===== src/hdl/touch_sample_qualifier_filter_top_assert.svh =====
// Assertion macros shared by the touch sample qualifier RTL.
// Included by the modules that check their own invariants; no other dependencies.
`ifndef TOUCH_SAMPLE_QUALIFIER_FILTER_TOP_ASSERT_SVH
`define TOUCH_SAMPLE_QUALIFIER_FILTER_TOP_ASSERT_SVH
`ifndef SYNTH
// Condition must hold at every clock edge outside reset.
`define TSQF_ASSERT_ALWAYS(lbl, clk, rst, expr) \
   lbl: assert property (@(posedge clk) disable iff (rst) (expr)) \
      else $error("tsqf invariant violated");
// Consequent must hold in the cycle after the antecedent.
`define TSQF_ASSERT_NEXT(lbl, clk, rst, ante, cons) \
   lbl: assert property (@(posedge clk) disable iff (rst) (ante) |=> (cons)) \
      else $error("tsqf sequence violated");
`else
`define TSQF_ASSERT_ALWAYS(lbl, clk, rst, expr)
`define TSQF_ASSERT_NEXT(lbl, clk, rst, ante, cons)
`endif
`endif


===== src/hdl/tsqf_pkg.sv =====
// Types, codes, constants and helper functions of the touch sample qualifier.
// No dependencies; used by the front end, queue, back end and top module.
package tsqf_pkg;

   localparam int COORD_W = 12;
   localparam logic [COORD_W-1:0] COORD_MAX = 12'hfff;
   localparam logic [COORD_W-1:0] STEP_LIMIT_RESET = 12'h060;
   localparam logic [COORD_W-1:0] STABLE_LIMIT = 12'd6;
   localparam logic [COORD_W-1:0] MOVE_THRESHOLD = 12'd5;
   localparam logic [1:0] MOVE_SAT = 2'd3;
   localparam logic [1:0] RETRY_LIMIT = 2'd3;
   localparam int QUEUE_DEPTH_DEFAULT = 4;

   localparam logic [0:0] CSR_STEP_LIMIT = 1'b0;
   localparam logic [0:0] CSR_DEVICE_OPEN = 1'b1;

   typedef enum logic [1:0] {
      OP_PEN_DOWN = 2'd0,
      OP_PEN_UP   = 2'd1,
      OP_SAMPLE   = 2'd2,
      OP_UNUSED   = 2'd3
   } op_type;

   typedef enum logic [1:0] {
      PHASE_UP   = 2'd0,
      PHASE_PRE  = 2'd1,
      PHASE_DOWN = 2'd2
   } phase_type;

   typedef enum logic [2:0] {
      KIND_POS    = 3'd0,
      KIND_PENUP  = 3'd1,
      KIND_NONE   = 3'd2,
      KIND_RETRY  = 3'd3,
      KIND_FAIL   = 3'd4,
      KIND_IRQ_OK = 3'd5,
      KIND_IRQ_NO = 3'd6
   } kind_type;

   typedef enum logic [1:0] {
      WAIT_FULL = 2'd0,
      WAIT_HALF = 2'd1,
      WAIT_LONG = 2'd2,
      WAIT_NONE = 2'd3
   } wait_type;

   typedef struct packed {
      logic [COORD_W-1:0] step_limit;
      logic               device_open;
   } cfg_type;

   // One classified transaction; dual asks for the previous point to be sent first.
   typedef struct packed {
      logic               dual;
      logic [COORD_W-1:0] prev_x;
      logic [COORD_W-1:0] prev_y;
      kind_type           kind;
      logic [COORD_W-1:0] x;
      logic [COORD_W-1:0] y;
      wait_type           next_wait;
   } entry_type;

   function automatic logic [COORD_W-1:0] abs_diff(input logic [COORD_W-1:0] a,
                                                   input logic [COORD_W-1:0] b);
      return (a > b) ? (a - b) : (b - a);
   endfunction

   function automatic logic [COORD_W-1:0] limit_axis(input logic [COORD_W-1:0] v,
                                                     input logic [COORD_W-1:0] last,
                                                     input logic [COORD_W-1:0] step);
      logic [COORD_W:0]   up;
      logic [COORD_W-1:0] res;
      res = v;
      up = {1'b0, last} + {1'b0, step};
      if (last > v) begin
         if ((last - v) > step) begin
            res = last - step;
         end
      end else if ((v - last) > step) begin
         if (up > {1'b0, COORD_MAX}) begin
            res = COORD_MAX;
         end else begin
            res = up[COORD_W-1:0];
         end
      end
      return res;
   endfunction

endpackage


===== src/hdl/tsqf_if.sv =====
// Channel interfaces of the touch sample qualifier: request, response and CSR write.
// Each carries valid, ready and its payload; no dependencies.
interface tsqf_req_if;
   logic        valid;
   logic        ready;
   logic [1:0]  opcode;
   logic [11:0] x_first;
   logic [11:0] y_first;
   logic [11:0] x_second;
   logic [11:0] y_second;
   modport source(output valid, opcode, x_first, y_first, x_second, y_second,
                  input ready);
   modport sink(input valid, opcode, x_first, y_first, x_second, y_second,
                output ready);
endinterface

interface tsqf_rsp_if;
   logic        valid;
   logic        ready;
   logic [2:0]  kind;
   logic [11:0] x_pos;
   logic [11:0] y_pos;
   logic        touching;
   logic [1:0]  next_wait;
   logic        last_of_run;
   modport source(output valid, kind, x_pos, y_pos, touching, next_wait, last_of_run,
                  input ready);
   modport sink(input valid, kind, x_pos, y_pos, touching, next_wait, last_of_run,
                output ready);
endinterface

interface tsqf_csr_if;
   logic        valid;
   logic        ready;
   logic [0:0]  index;
   logic [11:0] data;
   modport source(output valid, index, data, input ready);
   modport sink(input valid, index, data, output ready);
endinterface


===== src/hdl/tsqf_front.sv =====
// Front end: accepts request transactions, qualifies sample pairs, filters points
// and updates pen state. Depends on tsqf_pkg, tsqf_if and the assertion header.
`include "touch_sample_qualifier_filter_top_assert.svh"

module tsqf_front (
   input  logic                clock,
   input  logic                reset,
   input  tsqf_pkg::cfg_type   cfg,
   tsqf_req_if.sink            req_chan,
   output logic                push_valid,
   input  logic                push_ready,
   output tsqf_pkg::entry_type push_data
);

   tsqf_pkg::phase_type phase_ff, phase_in;
   logic [11:0] prev_x_ff, prev_x_in;
   logic [11:0] prev_y_ff, prev_y_in;
   logic [1:0]  move_ff, move_in;
   logic [1:0]  fail_ff, fail_in;

   logic        accept;
   logic        stable;
   logic [12:0] sum_x, sum_y;
   logic [11:0] avg_x, avg_y;
   logic        have_prev;
   logic [11:0] lim_x, lim_y;
   logic        jump;
   logic [1:0]  move_next;
   logic [1:0]  fail_bump;

   assign accept = req_chan.valid && push_ready;
   assign push_valid = req_chan.valid;
   assign req_chan.ready = push_ready;

   assign stable = (tsqf_pkg::abs_diff(req_chan.x_first, req_chan.x_second)
                    < tsqf_pkg::STABLE_LIMIT) &&
                   (tsqf_pkg::abs_diff(req_chan.y_first, req_chan.y_second)
                    < tsqf_pkg::STABLE_LIMIT);
   assign sum_x = {1'b0, req_chan.x_first} + {1'b0, req_chan.x_second};
   assign sum_y = {1'b0, req_chan.y_first} + {1'b0, req_chan.y_second};
   assign avg_x = sum_x[12:1];
   assign avg_y = sum_y[12:1];
   assign have_prev = (prev_x_ff != '0) || (prev_y_ff != '0);

   // Step limiting applies only against a real previous point and a nonzero step_limit.
   assign lim_x = (have_prev && cfg.step_limit != '0) ?
                  tsqf_pkg::limit_axis(avg_x, prev_x_ff, cfg.step_limit) : avg_x;
   assign lim_y = (have_prev && cfg.step_limit != '0) ?
                  tsqf_pkg::limit_axis(avg_y, prev_y_ff, cfg.step_limit) : avg_y;

   assign jump = (tsqf_pkg::abs_diff(prev_x_ff, lim_x) > tsqf_pkg::MOVE_THRESHOLD) ||
                 (tsqf_pkg::abs_diff(prev_y_ff, lim_y) > tsqf_pkg::MOVE_THRESHOLD);
   assign move_next = !have_prev ? move_ff :
                      !jump ? 2'd0 :
                      (move_ff == tsqf_pkg::MOVE_SAT) ? move_ff : move_ff + 2'd1;
   assign fail_bump = fail_ff + 2'd1;

   always_comb begin
      phase_in = phase_ff;
      prev_x_in = prev_x_ff;
      prev_y_in = prev_y_ff;
      move_in = move_ff;
      fail_in = '0;
      push_data.dual = 1'b0;
      push_data.prev_x = prev_x_ff;
      push_data.prev_y = prev_y_ff;
      push_data.kind = tsqf_pkg::KIND_NONE;
      push_data.x = '0;
      push_data.y = '0;
      push_data.next_wait = tsqf_pkg::WAIT_NONE;
      unique case (tsqf_pkg::op_type'(req_chan.opcode))
         tsqf_pkg::OP_PEN_DOWN: begin
            if (cfg.device_open && phase_ff == tsqf_pkg::PHASE_UP) begin
               phase_in = tsqf_pkg::PHASE_PRE;
               push_data.kind = tsqf_pkg::KIND_IRQ_OK;
               push_data.next_wait = tsqf_pkg::WAIT_HALF;
            end else begin
               push_data.kind = tsqf_pkg::KIND_IRQ_NO;
            end
         end
         tsqf_pkg::OP_PEN_UP: begin
            priority if (phase_ff == tsqf_pkg::PHASE_DOWN) begin
               phase_in = tsqf_pkg::PHASE_UP;
               prev_x_in = '0;
               prev_y_in = '0;
               move_in = '0;
               push_data.kind = tsqf_pkg::KIND_PENUP;
               push_data.next_wait = tsqf_pkg::WAIT_LONG;
            end else if (phase_ff == tsqf_pkg::PHASE_PRE) begin
               phase_in = tsqf_pkg::PHASE_UP;
               push_data.next_wait = tsqf_pkg::WAIT_LONG;
            end else begin
               push_data.next_wait = tsqf_pkg::WAIT_NONE;
            end
         end
         tsqf_pkg::OP_SAMPLE: begin
            if (!stable) begin
               if (fail_bump >= tsqf_pkg::RETRY_LIMIT) begin
                  // Too many unstable pairs in a row: drop the point history.
                  prev_x_in = '0;
                  prev_y_in = '0;
                  move_in = '0;
                  push_data.kind = tsqf_pkg::KIND_FAIL;
                  push_data.next_wait = tsqf_pkg::WAIT_FULL;
               end else begin
                  fail_in = fail_bump;
                  push_data.kind = tsqf_pkg::KIND_RETRY;
               end
            end else begin
               if (phase_ff == tsqf_pkg::PHASE_PRE) begin
                  phase_in = tsqf_pkg::PHASE_DOWN;
               end
               move_in = move_next;
               prev_x_in = lim_x;
               prev_y_in = lim_y;
               if (move_next == 2'd1) begin
                  push_data.next_wait = tsqf_pkg::WAIT_HALF;
               end else begin
                  push_data.dual = (move_next == 2'd2);
                  push_data.kind = tsqf_pkg::KIND_POS;
                  push_data.x = lim_x;
                  push_data.y = lim_y;
                  push_data.next_wait = tsqf_pkg::WAIT_FULL;
               end
            end
         end
         tsqf_pkg::OP_UNUSED: begin
            push_data.kind = tsqf_pkg::KIND_NONE;
         end
      endcase
   end

   always_ff @(posedge clock) begin
      if (reset) begin
         phase_ff <= tsqf_pkg::PHASE_UP;
         prev_x_ff <= '0;
         prev_y_ff <= '0;
         move_ff <= '0;
         fail_ff <= '0;
      end else if (accept) begin
         phase_ff <= phase_in;
         prev_x_ff <= prev_x_in;
         prev_y_ff <= prev_y_in;
         move_ff <= move_in;
         fail_ff <= fail_in;
      end
   end

   `TSQF_ASSERT_ALWAYS(a_fail_below_limit, clock, reset, fail_ff < tsqf_pkg::RETRY_LIMIT)

endmodule


===== src/hdl/tsqf_queue.sv =====
// Short queue of classified transactions between the front and back ends.
// Depends on tsqf_pkg and the assertion header.
`include "touch_sample_qualifier_filter_top_assert.svh"

module tsqf_queue #(
   parameter int DEPTH = tsqf_pkg::QUEUE_DEPTH_DEFAULT
) (
   input  logic                clock,
   input  logic                reset,
   input  logic                push_valid,
   output logic                push_ready,
   input  tsqf_pkg::entry_type push_data,
   output logic                pop_valid,
   input  logic                pop_ready,
   output tsqf_pkg::entry_type pop_data
);

   localparam int PTR_W = (DEPTH > 1) ? $clog2(DEPTH) : 1;
   localparam int CNT_W = $clog2(DEPTH + 1);

   tsqf_pkg::entry_type slot_ff [DEPTH];
   logic [PTR_W-1:0] wr_ptr_ff, wr_ptr_in;
   logic [PTR_W-1:0] rd_ptr_ff, rd_ptr_in;
   logic [CNT_W-1:0] count_ff, count_in;
   logic             do_push, do_pop;

   assign push_ready = (count_ff != CNT_W'(DEPTH));
   assign pop_valid = (count_ff != '0);
   assign pop_data = slot_ff[rd_ptr_ff];
   assign do_push = push_valid && push_ready;
   assign do_pop = pop_valid && pop_ready;

   assign wr_ptr_in = (wr_ptr_ff == PTR_W'(DEPTH - 1)) ? '0 : wr_ptr_ff + 1'b1;
   assign rd_ptr_in = (rd_ptr_ff == PTR_W'(DEPTH - 1)) ? '0 : rd_ptr_ff + 1'b1;

   always_comb begin
      count_in = count_ff;
      if (do_push && !do_pop) begin
         count_in = count_ff + 1'b1;
      end else if (do_pop && !do_push) begin
         count_in = count_ff - 1'b1;
      end
   end

   always_ff @(posedge clock) begin
      if (do_push) begin
         slot_ff[wr_ptr_ff] <= push_data;
      end
   end

   always_ff @(posedge clock) begin
      if (reset) begin
         wr_ptr_ff <= '0;
         rd_ptr_ff <= '0;
         count_ff <= '0;
      end else begin
         if (do_push) begin
            wr_ptr_ff <= wr_ptr_in;
         end
         if (do_pop) begin
            rd_ptr_ff <= rd_ptr_in;
         end
         count_ff <= count_in;
      end
   end

   `TSQF_ASSERT_ALWAYS(a_count_bounded, clock, reset, count_ff <= CNT_W'(DEPTH))
   `TSQF_ASSERT_NEXT(a_push_counts, clock, reset, do_push && !do_pop, count_ff == $past(count_ff) + 1'b1)

endmodule


===== src/hdl/tsqf_back.sv =====
// Back end: turns queued transactions into one or two response transactions
// through a registered output stage. Depends on tsqf_pkg, tsqf_if and the assertion header.
`include "touch_sample_qualifier_filter_top_assert.svh"

module tsqf_back (
   input  logic                clock,
   input  logic                reset,
   input  logic                pop_valid,
   output logic                pop_ready,
   input  tsqf_pkg::entry_type pop_data,
   tsqf_rsp_if.source          rsp_chan
);

   logic               rsp_valid_ff, rsp_valid_in;
   logic               half_ff, half_in;
   tsqf_pkg::kind_type kind_ff;
   logic [11:0]        x_ff, y_ff;
   logic               touch_ff;
   tsqf_pkg::wait_type wait_ff;
   logic               last_ff;

   logic load;
   logic send_prev;

   assign load = !rsp_valid_ff || rsp_chan.ready;
   // A dual entry first sends the previous point and stays at the queue head.
   assign send_prev = pop_data.dual && !half_ff;
   assign pop_ready = load && !send_prev;

   always_comb begin
      rsp_valid_in = rsp_valid_ff;
      half_in = half_ff;
      if (load) begin
         rsp_valid_in = pop_valid;
         if (pop_valid) begin
            half_in = send_prev;
         end
      end
   end

   always_ff @(posedge clock) begin
      if (reset) begin
         rsp_valid_ff <= 1'b0;
         half_ff <= 1'b0;
      end else begin
         rsp_valid_ff <= rsp_valid_in;
         half_ff <= half_in;
      end
   end

   always_ff @(posedge clock) begin
      if (load && pop_valid) begin
         if (send_prev) begin
            kind_ff <= tsqf_pkg::KIND_POS;
            x_ff <= pop_data.prev_x;
            y_ff <= pop_data.prev_y;
            touch_ff <= 1'b1;
            wait_ff <= tsqf_pkg::WAIT_NONE;
            last_ff <= 1'b0;
         end else begin
            kind_ff <= pop_data.kind;
            x_ff <= pop_data.x;
            y_ff <= pop_data.y;
            touch_ff <= (pop_data.kind == tsqf_pkg::KIND_POS);
            wait_ff <= pop_data.next_wait;
            last_ff <= 1'b1;
         end
      end
   end

   assign rsp_chan.valid = rsp_valid_ff;
   assign rsp_chan.kind = kind_ff;
   assign rsp_chan.x_pos = x_ff;
   assign rsp_chan.y_pos = y_ff;
   assign rsp_chan.touching = touch_ff;
   assign rsp_chan.next_wait = wait_ff;
   assign rsp_chan.last_of_run = last_ff;

   `TSQF_ASSERT_ALWAYS(a_half_holds_head, clock, reset, !half_ff || (pop_valid && pop_data.dual))
   `TSQF_ASSERT_NEXT(a_half_then_last, clock, reset, load && pop_valid && half_ff, rsp_valid_ff && last_ff)

endmodule


===== src/hdl/touch_sample_qualifier_filter_top.sv =====
// A response becomes valid once its request has passed through the queue and the output register.
// Throughput: one request per cycle while the queue has room; a request whose point is reported twice
// holds the output register for two responses, so the back end can lower the rate.
// The queue between front and back end lets requests keep flowing while responses stall.
// Synchronous reset clears pen state, point history, the queue and the output stage;
// step_limit returns to 96 and device_open to 0.
module touch_sample_qualifier_filter_top #(
   parameter int QUEUE_DEPTH = tsqf_pkg::QUEUE_DEPTH_DEFAULT
) (
   input  logic       clock,
   input  logic       reset,
   tsqf_req_if.sink   req_chan,
   tsqf_rsp_if.source rsp_chan,
   tsqf_csr_if.sink   csr_chan
);

   logic [11:0] step_limit_ff;
   logic        device_open_ff;
   tsqf_pkg::cfg_type   cfg;
   logic                push_valid, push_ready;
   tsqf_pkg::entry_type push_data;
   logic                pop_valid, pop_ready;
   tsqf_pkg::entry_type pop_data;

   assign csr_chan.ready = 1'b1;
   assign cfg.step_limit = step_limit_ff;
   assign cfg.device_open = device_open_ff;

   always_ff @(posedge clock) begin
      if (reset) begin
         step_limit_ff <= tsqf_pkg::STEP_LIMIT_RESET;
         device_open_ff <= 1'b0;
      end else if (csr_chan.valid) begin
         unique case (csr_chan.index)
            tsqf_pkg::CSR_STEP_LIMIT: step_limit_ff <= csr_chan.data;
            tsqf_pkg::CSR_DEVICE_OPEN: device_open_ff <= csr_chan.data[0];
         endcase
      end
   end

   tsqf_front u_front (
      .clock      (clock),
      .reset      (reset),
      .cfg        (cfg),
      .req_chan   (req_chan),
      .push_valid (push_valid),
      .push_ready (push_ready),
      .push_data  (push_data)
   );

   tsqf_queue #(
      .DEPTH (QUEUE_DEPTH)
   ) u_queue (
      .clock      (clock),
      .reset      (reset),
      .push_valid (push_valid),
      .push_ready (push_ready),
      .push_data  (push_data),
      .pop_valid  (pop_valid),
      .pop_ready  (pop_ready),
      .pop_data   (pop_data)
   );

   tsqf_back u_back (
      .clock     (clock),
      .reset     (reset),
      .pop_valid (pop_valid),
      .pop_ready (pop_ready),
      .pop_data  (pop_data),
      .rsp_chan  (rsp_chan)
   );

endmodule

===== src/flat_wrapper.sv =====
// flat-port wrapper written by rule: the top's interface ports become plain ports
module touch_sample_qualifier_filter_top_flat 
#(
   parameter int QUEUE_DEPTH = tsqf_pkg::QUEUE_DEPTH_DEFAULT
)
  (clock, reset, req_chan_valid, req_chan_opcode, req_chan_x_first, req_chan_y_first, req_chan_x_second, req_chan_y_second, req_chan_ready, rsp_chan_valid, rsp_chan_kind, rsp_chan_x_pos, rsp_chan_y_pos, rsp_chan_touching, rsp_chan_next_wait, rsp_chan_last_of_run, rsp_chan_ready, csr_chan_valid, csr_chan_index, csr_chan_data, csr_chan_ready);
  tsqf_req_if req_chan_i ();
  tsqf_rsp_if rsp_chan_i ();
  tsqf_csr_if csr_chan_i ();
  input  logic clock;
  input  logic reset;
  input wire logic [$bits(req_chan_i.valid)-1:0] req_chan_valid;
  input wire logic [$bits(req_chan_i.opcode)-1:0] req_chan_opcode;
  input wire logic [$bits(req_chan_i.x_first)-1:0] req_chan_x_first;
  input wire logic [$bits(req_chan_i.y_first)-1:0] req_chan_y_first;
  input wire logic [$bits(req_chan_i.x_second)-1:0] req_chan_x_second;
  input wire logic [$bits(req_chan_i.y_second)-1:0] req_chan_y_second;
  output wire logic [$bits(req_chan_i.ready)-1:0] req_chan_ready;
  output wire logic [$bits(rsp_chan_i.valid)-1:0] rsp_chan_valid;
  output wire logic [$bits(rsp_chan_i.kind)-1:0] rsp_chan_kind;
  output wire logic [$bits(rsp_chan_i.x_pos)-1:0] rsp_chan_x_pos;
  output wire logic [$bits(rsp_chan_i.y_pos)-1:0] rsp_chan_y_pos;
  output wire logic [$bits(rsp_chan_i.touching)-1:0] rsp_chan_touching;
  output wire logic [$bits(rsp_chan_i.next_wait)-1:0] rsp_chan_next_wait;
  output wire logic [$bits(rsp_chan_i.last_of_run)-1:0] rsp_chan_last_of_run;
  input wire logic [$bits(rsp_chan_i.ready)-1:0] rsp_chan_ready;
  input wire logic [$bits(csr_chan_i.valid)-1:0] csr_chan_valid;
  input wire logic [$bits(csr_chan_i.index)-1:0] csr_chan_index;
  input wire logic [$bits(csr_chan_i.data)-1:0] csr_chan_data;
  output wire logic [$bits(csr_chan_i.ready)-1:0] csr_chan_ready;
  assign req_chan_i.valid = req_chan_valid;
  assign req_chan_i.opcode = req_chan_opcode;
  assign req_chan_i.x_first = req_chan_x_first;
  assign req_chan_i.y_first = req_chan_y_first;
  assign req_chan_i.x_second = req_chan_x_second;
  assign req_chan_i.y_second = req_chan_y_second;
  assign req_chan_ready = req_chan_i.ready;
  assign rsp_chan_valid = rsp_chan_i.valid;
  assign rsp_chan_kind = rsp_chan_i.kind;
  assign rsp_chan_x_pos = rsp_chan_i.x_pos;
  assign rsp_chan_y_pos = rsp_chan_i.y_pos;
  assign rsp_chan_touching = rsp_chan_i.touching;
  assign rsp_chan_next_wait = rsp_chan_i.next_wait;
  assign rsp_chan_last_of_run = rsp_chan_i.last_of_run;
  assign rsp_chan_i.ready = rsp_chan_ready;
  assign csr_chan_i.valid = csr_chan_valid;
  assign csr_chan_i.index = csr_chan_index;
  assign csr_chan_i.data = csr_chan_data;
  assign csr_chan_ready = csr_chan_i.ready;
  touch_sample_qualifier_filter_top #(.QUEUE_DEPTH(QUEUE_DEPTH)) u_core (.clock(clock), .reset(reset), .req_chan(req_chan_i), .rsp_chan(rsp_chan_i), .csr_chan(csr_chan_i));
endmodule

===== config.mk =====
export PLATFORM = sky130hd
export DESIGN_NAME = touch_sample_qualifier_filter_top_flat
export DESIGN_NICKNAME = d
export VERILOG_FILES = /design/src/hdl/tsqf_pkg.sv /design/src/hdl/tsqf_if.sv /design/src/hdl/tsqf_front.sv /design/src/hdl/tsqf_queue.sv /design/src/hdl/tsqf_back.sv /design/src/hdl/touch_sample_qualifier_filter_top.sv /design/src/flat_wrapper.sv
export VERILOG_INCLUDE_DIRS = /design/src /design/src/hdl
export SDC_FILE = /design/constraint.sdc
export NUM_CORES = 1
export LEC_CHECK = 0
export ABC_AREA = 0
export BUFFER_PORTS_ARGS = -buffer_cell sky130_fd_sc_hd__buf_2
export CORE_MARGIN = 2
export CORE_UTILIZATION = 56
export DETAILED_ROUTE_END_ITERATION = 10
export PLACE_DENSITY_LB_ADDON = 0.05
export SKIP_CTS_REPAIR_TIMING = 1
export SYNTH_ARGS = -nofsm -noshare
export SYNTH_HDL_FRONTEND = slang
export SYNTH_SLANG_ARGS = --single-unit
export TNS_END_PERCENT = 50

===== constraint.sdc =====
create_clock -name clock -period 14.27 [get_ports clock]
set_clock_uncertainty 0.1 [all_clocks]
set_input_delay 3.5675 -clock clock [delete_from_list [all_inputs] [get_ports clock]]
set_output_delay 3.5675 -clock clock [all_outputs]
set_load 0.02 [all_outputs]

==> out/results.ini <==
[status]
run_status=completed

[routing]
ant_nets=0
post_detailed_route_drc_marker_count=0
wirelength_um=61300
detail_route.vias_per_cell=6.19
detail_route.first_pass.iterations=5
dr_total_vias=18000
routedWlPerCell_um=21.0
detail_route.iter0.violations=1283

[global_routing]
gr-total-overflow=0
grt_util_met2_pct=48.1
via_count_of_the_first_global_routing_pass=17700
gr_usage_total_pct=28.1
use_met3_pct=3.08
grt.busiest_layer=met2
grt_first_pass_wirelength_um=96100
pin_count_of_the_biggest_net_entering_global_routing=77
grt_antenna_before_repair=0
global_route.usage.met1_pct=37.3

[synthesis]
yosys-top-cells-area=edfxtp_1, ha_1, mux4_2, dfxtp_1, inv_1
synth.cell_area_um2=23300
synth-main-ff-cell=edfxtp_1
flip_flop_and_latch_count_after_synthesis=301
synth-edff-count=247
synth_top_area_share_pct=31.8
synth.yosys.seq_area_share_pct=36.4
netlist-cell-type-count=97
postSynthAreaPerCell_um2=10.1
synthesis.nets=2664
async_reset_ff_share_pct=0
synthesis.instances=2310
synth-warning-count=0
synthDominantAreaCellType=edfxtp_1

[power_and_ir_drop]
power_per_cell_area_nw_per_um2=131
power.ir.vdd_worst_v=0.000110
static-leakage-power_nw=10.5
post-layout-total-power_w=0.00331

[layout]
layout_commonest_cell=ha_1
finish.net_count=2711
layout.filler_cells=3408
multi_input_area_um2=13600
diodes=0
area.sequential_um2=8500
syn2layout_area_growth_pct=8.03
drive_gt1_share_pct=13.3
finalInstanceArea_um2=25200
layout_common_cells=ha_1, edfxtp_1, inv_1

[placed_design]
io_buffer_count=100
final_hpwl_dp_um=45400
placed_cell_area_um2=24200
place_congestion=0.961

[clock_tree]
numCtsBuffers=35
clockRootBuffer=clkbuf_16
worst_skew_pair.late_latency_ns=0.55
clock_sinks=301
clk_path_buf_depth=3
clk_transition_reported_paths_ns=0.06
htreeDepth=2
cts_tree=built

[worst_setup_path]
timing.critical_path.slowest_cell_delay_ns=0.70
worstPathArrival_ns=13.30
cp-start-kind=input port
r2r_start=u_core.u_front.prev_x_ff[1]
path_buf_inv=5
worst_r2r_path_depth=34
cp-endpoint=u_core.u_queue.slot_ff[3][17]
path_delay_family=compound AO/OA/AOI/OAI gates
cp.required_ns=14.51
timing.critical_path.mode_cell=ha_1
path_depth=39
nature_of_the_critical_path_endpoint=register
cpMaxStageDelayCell=o211ai_1
worst-r2r-setup-slack_ns=4.68
worstSetupPathType=in2reg
timing.critical_path.from=req_chan_y_second[1]
crit_fanout=13
worst_r2r_endpoint=u_core.u_queue.slot_ff[3][17]

[timing]
timing_max_transition_violations_final=0
clock.fmax_mhz=76.6
report.final.setup_viol=0
final_min_period_over_clock_period_pct=91.5
post-route-min-period_ns=13.06
grt_setup_unrepaired=false
worst_slew_pin_slew_ns=1.03
fin_setup_tns_ns=0
timing.max_slew.rel_slack_pct=30.6
finalHoldViolations=0

[floorplanning]
placement_rows=74
die_width_um=208
floorplan.die.height_um=208
core-area_um2=41000
floorplan.die_area_um2=43300
io-pin-count=102
start_util_pct=56.9

[worst_hold_path]
hold_path_class=reg2reg

[flow_run]
timing.max_cap.violations=0

tightest hold or removal path: cells and delay by family, from the launching register on:
kind	cells	cell delay, ns
and+or+nand+nor	1	0.05
AOI/OAI and AO/OA	1	0.07
DFF	1	0.31
per-stage QoR:
stage,setup slack [ns],hold WS [ns],util (%),cells
after floorplan,2.76,0.350,-,2310
after global placement,1.05,0.364,58.9,2852
after detailed placement,0.832,0.380,58.9,2852
after CTS,1.34,0.386,61.5,2915
after global routing,0.404,0.415,61.5,2915
final,1.21,0.386,61.5,2915
logic make-up after synthesis:
logic type / share of synthesized area (%)
simple gates: 13.4
compound gates: 16.8
buf+inv: 5.46
flops: 36.4
fa+ha+maj: 15.9
mux: 7.95
xor+xnor: 3.98
other cells: 0.0161
worst min-delay path by stage:
| stage | startpoint | slack (ns) | cells past startpoint | end |
|---|---|---|---|---|
| 2_1_floorplan | u_core.device_open_ff | 0.35 | 2 | u_core.device_open_ff |
| 3_3_place_gp | u_core.u_queue.rd_ptr_ff[1] | 0.36 | 2 | register |
| 3_5_place_dp | u_core.u_queue.rd_ptr_ff[1] | 0.38 | 2 | u_core.u_queue.rd_ptr_ff[1] |
| 4_1_cts | u_core.u_queue.rd_ptr_ff[1] | 0.39 | 2 | register |
| 5_1_grt | u_core.u_queue.rd_ptr_ff[1] | 0.42 | 2 | register |
| 6_report | u_core.u_queue.rd_ptr_ff[1] | 0.39 | 2 | register |
where the power goes:
| part | switching (W) | total [W] | leakage, nW | internal [W] |
|---|---|---|---|---|
| Combinational | 0.000793 | 0.00137 | 7.09 | 0.000577 |
| Clock | 0.000355 | 0.000820 | 0.519 | 0.000464 |
| Sequential | 0.0000343 | 0.00112 | 2.88 | 0.00109 |
registers in the layout, indices dropped and copies added, names as in the netlist, named ones only:
register and count:
u_core.u_back.rsp_chan.y_pos 12, u_core.u_front.move_ff 2, u_core.u_back.rsp_chan.last_of_run 1, u_core.u_front.prev_x_ff 12, u_core.u_back.rsp_chan.next_wait 2, u_core.u_back.rsp_chan.touching 1
u_core.u_front.phase_ff 2, u_core.u_back.half_ff 1, u_core.u_queue.slot_ff 216, u_core.u_queue.wr_ptr_ff 2, u_core.u_queue.count_ff 3, u_core.u_front.fail_ff 2
u_core.u_queue.rd_ptr_ff 2, u_core.device_open_ff 1, u_core.u_front.prev_y_ff 12, u_core.u_back.rsp_chan.kind 3, u_core.u_back.rsp_chan.valid 1, u_core.u_back.rsp_chan.x_pos 12
u_core.step_limit_ff 12
per-layer routing:
metal | routed length, um | part of all wire (%) | vias up
met2 | 29100 | 47 | 527
li1 | - | - | 8611
met3 | 3070 | 5.0 | 110
met1 | 27000 | 44 | 8801
met4 | 2090 | 3.4 | 0
met5 | 0 | 0 | -
final cells by class:
type	count	share of cell area (%)
inverter	213	3.17
tap	532	2.64
clock inverter	24	0.566
multi-input combinational	1693	53.9
clock buffer	39	3.62
timing repair buffer	113	2.37
sequential	301	33.7
Yosys cell counts, types with 38 or more instances:
library cell / count
a21o_1: 58
a21oi_1: 152
clkbuf_1: 56
dfxtp_1: 54
edfxtp_1: 247
ha_1: 267
inv_1: 212
mux2_2: 38
mux4_2: 55
nand2_1: 103
nand2b_1: 42
nand3_1: 38
nor2_1: 175
nor3_1: 64
o21ai_0: 91
xnor2_1: 68
xor2_1: 38
No activity file was read; power rests on OpenSTA's default activity.
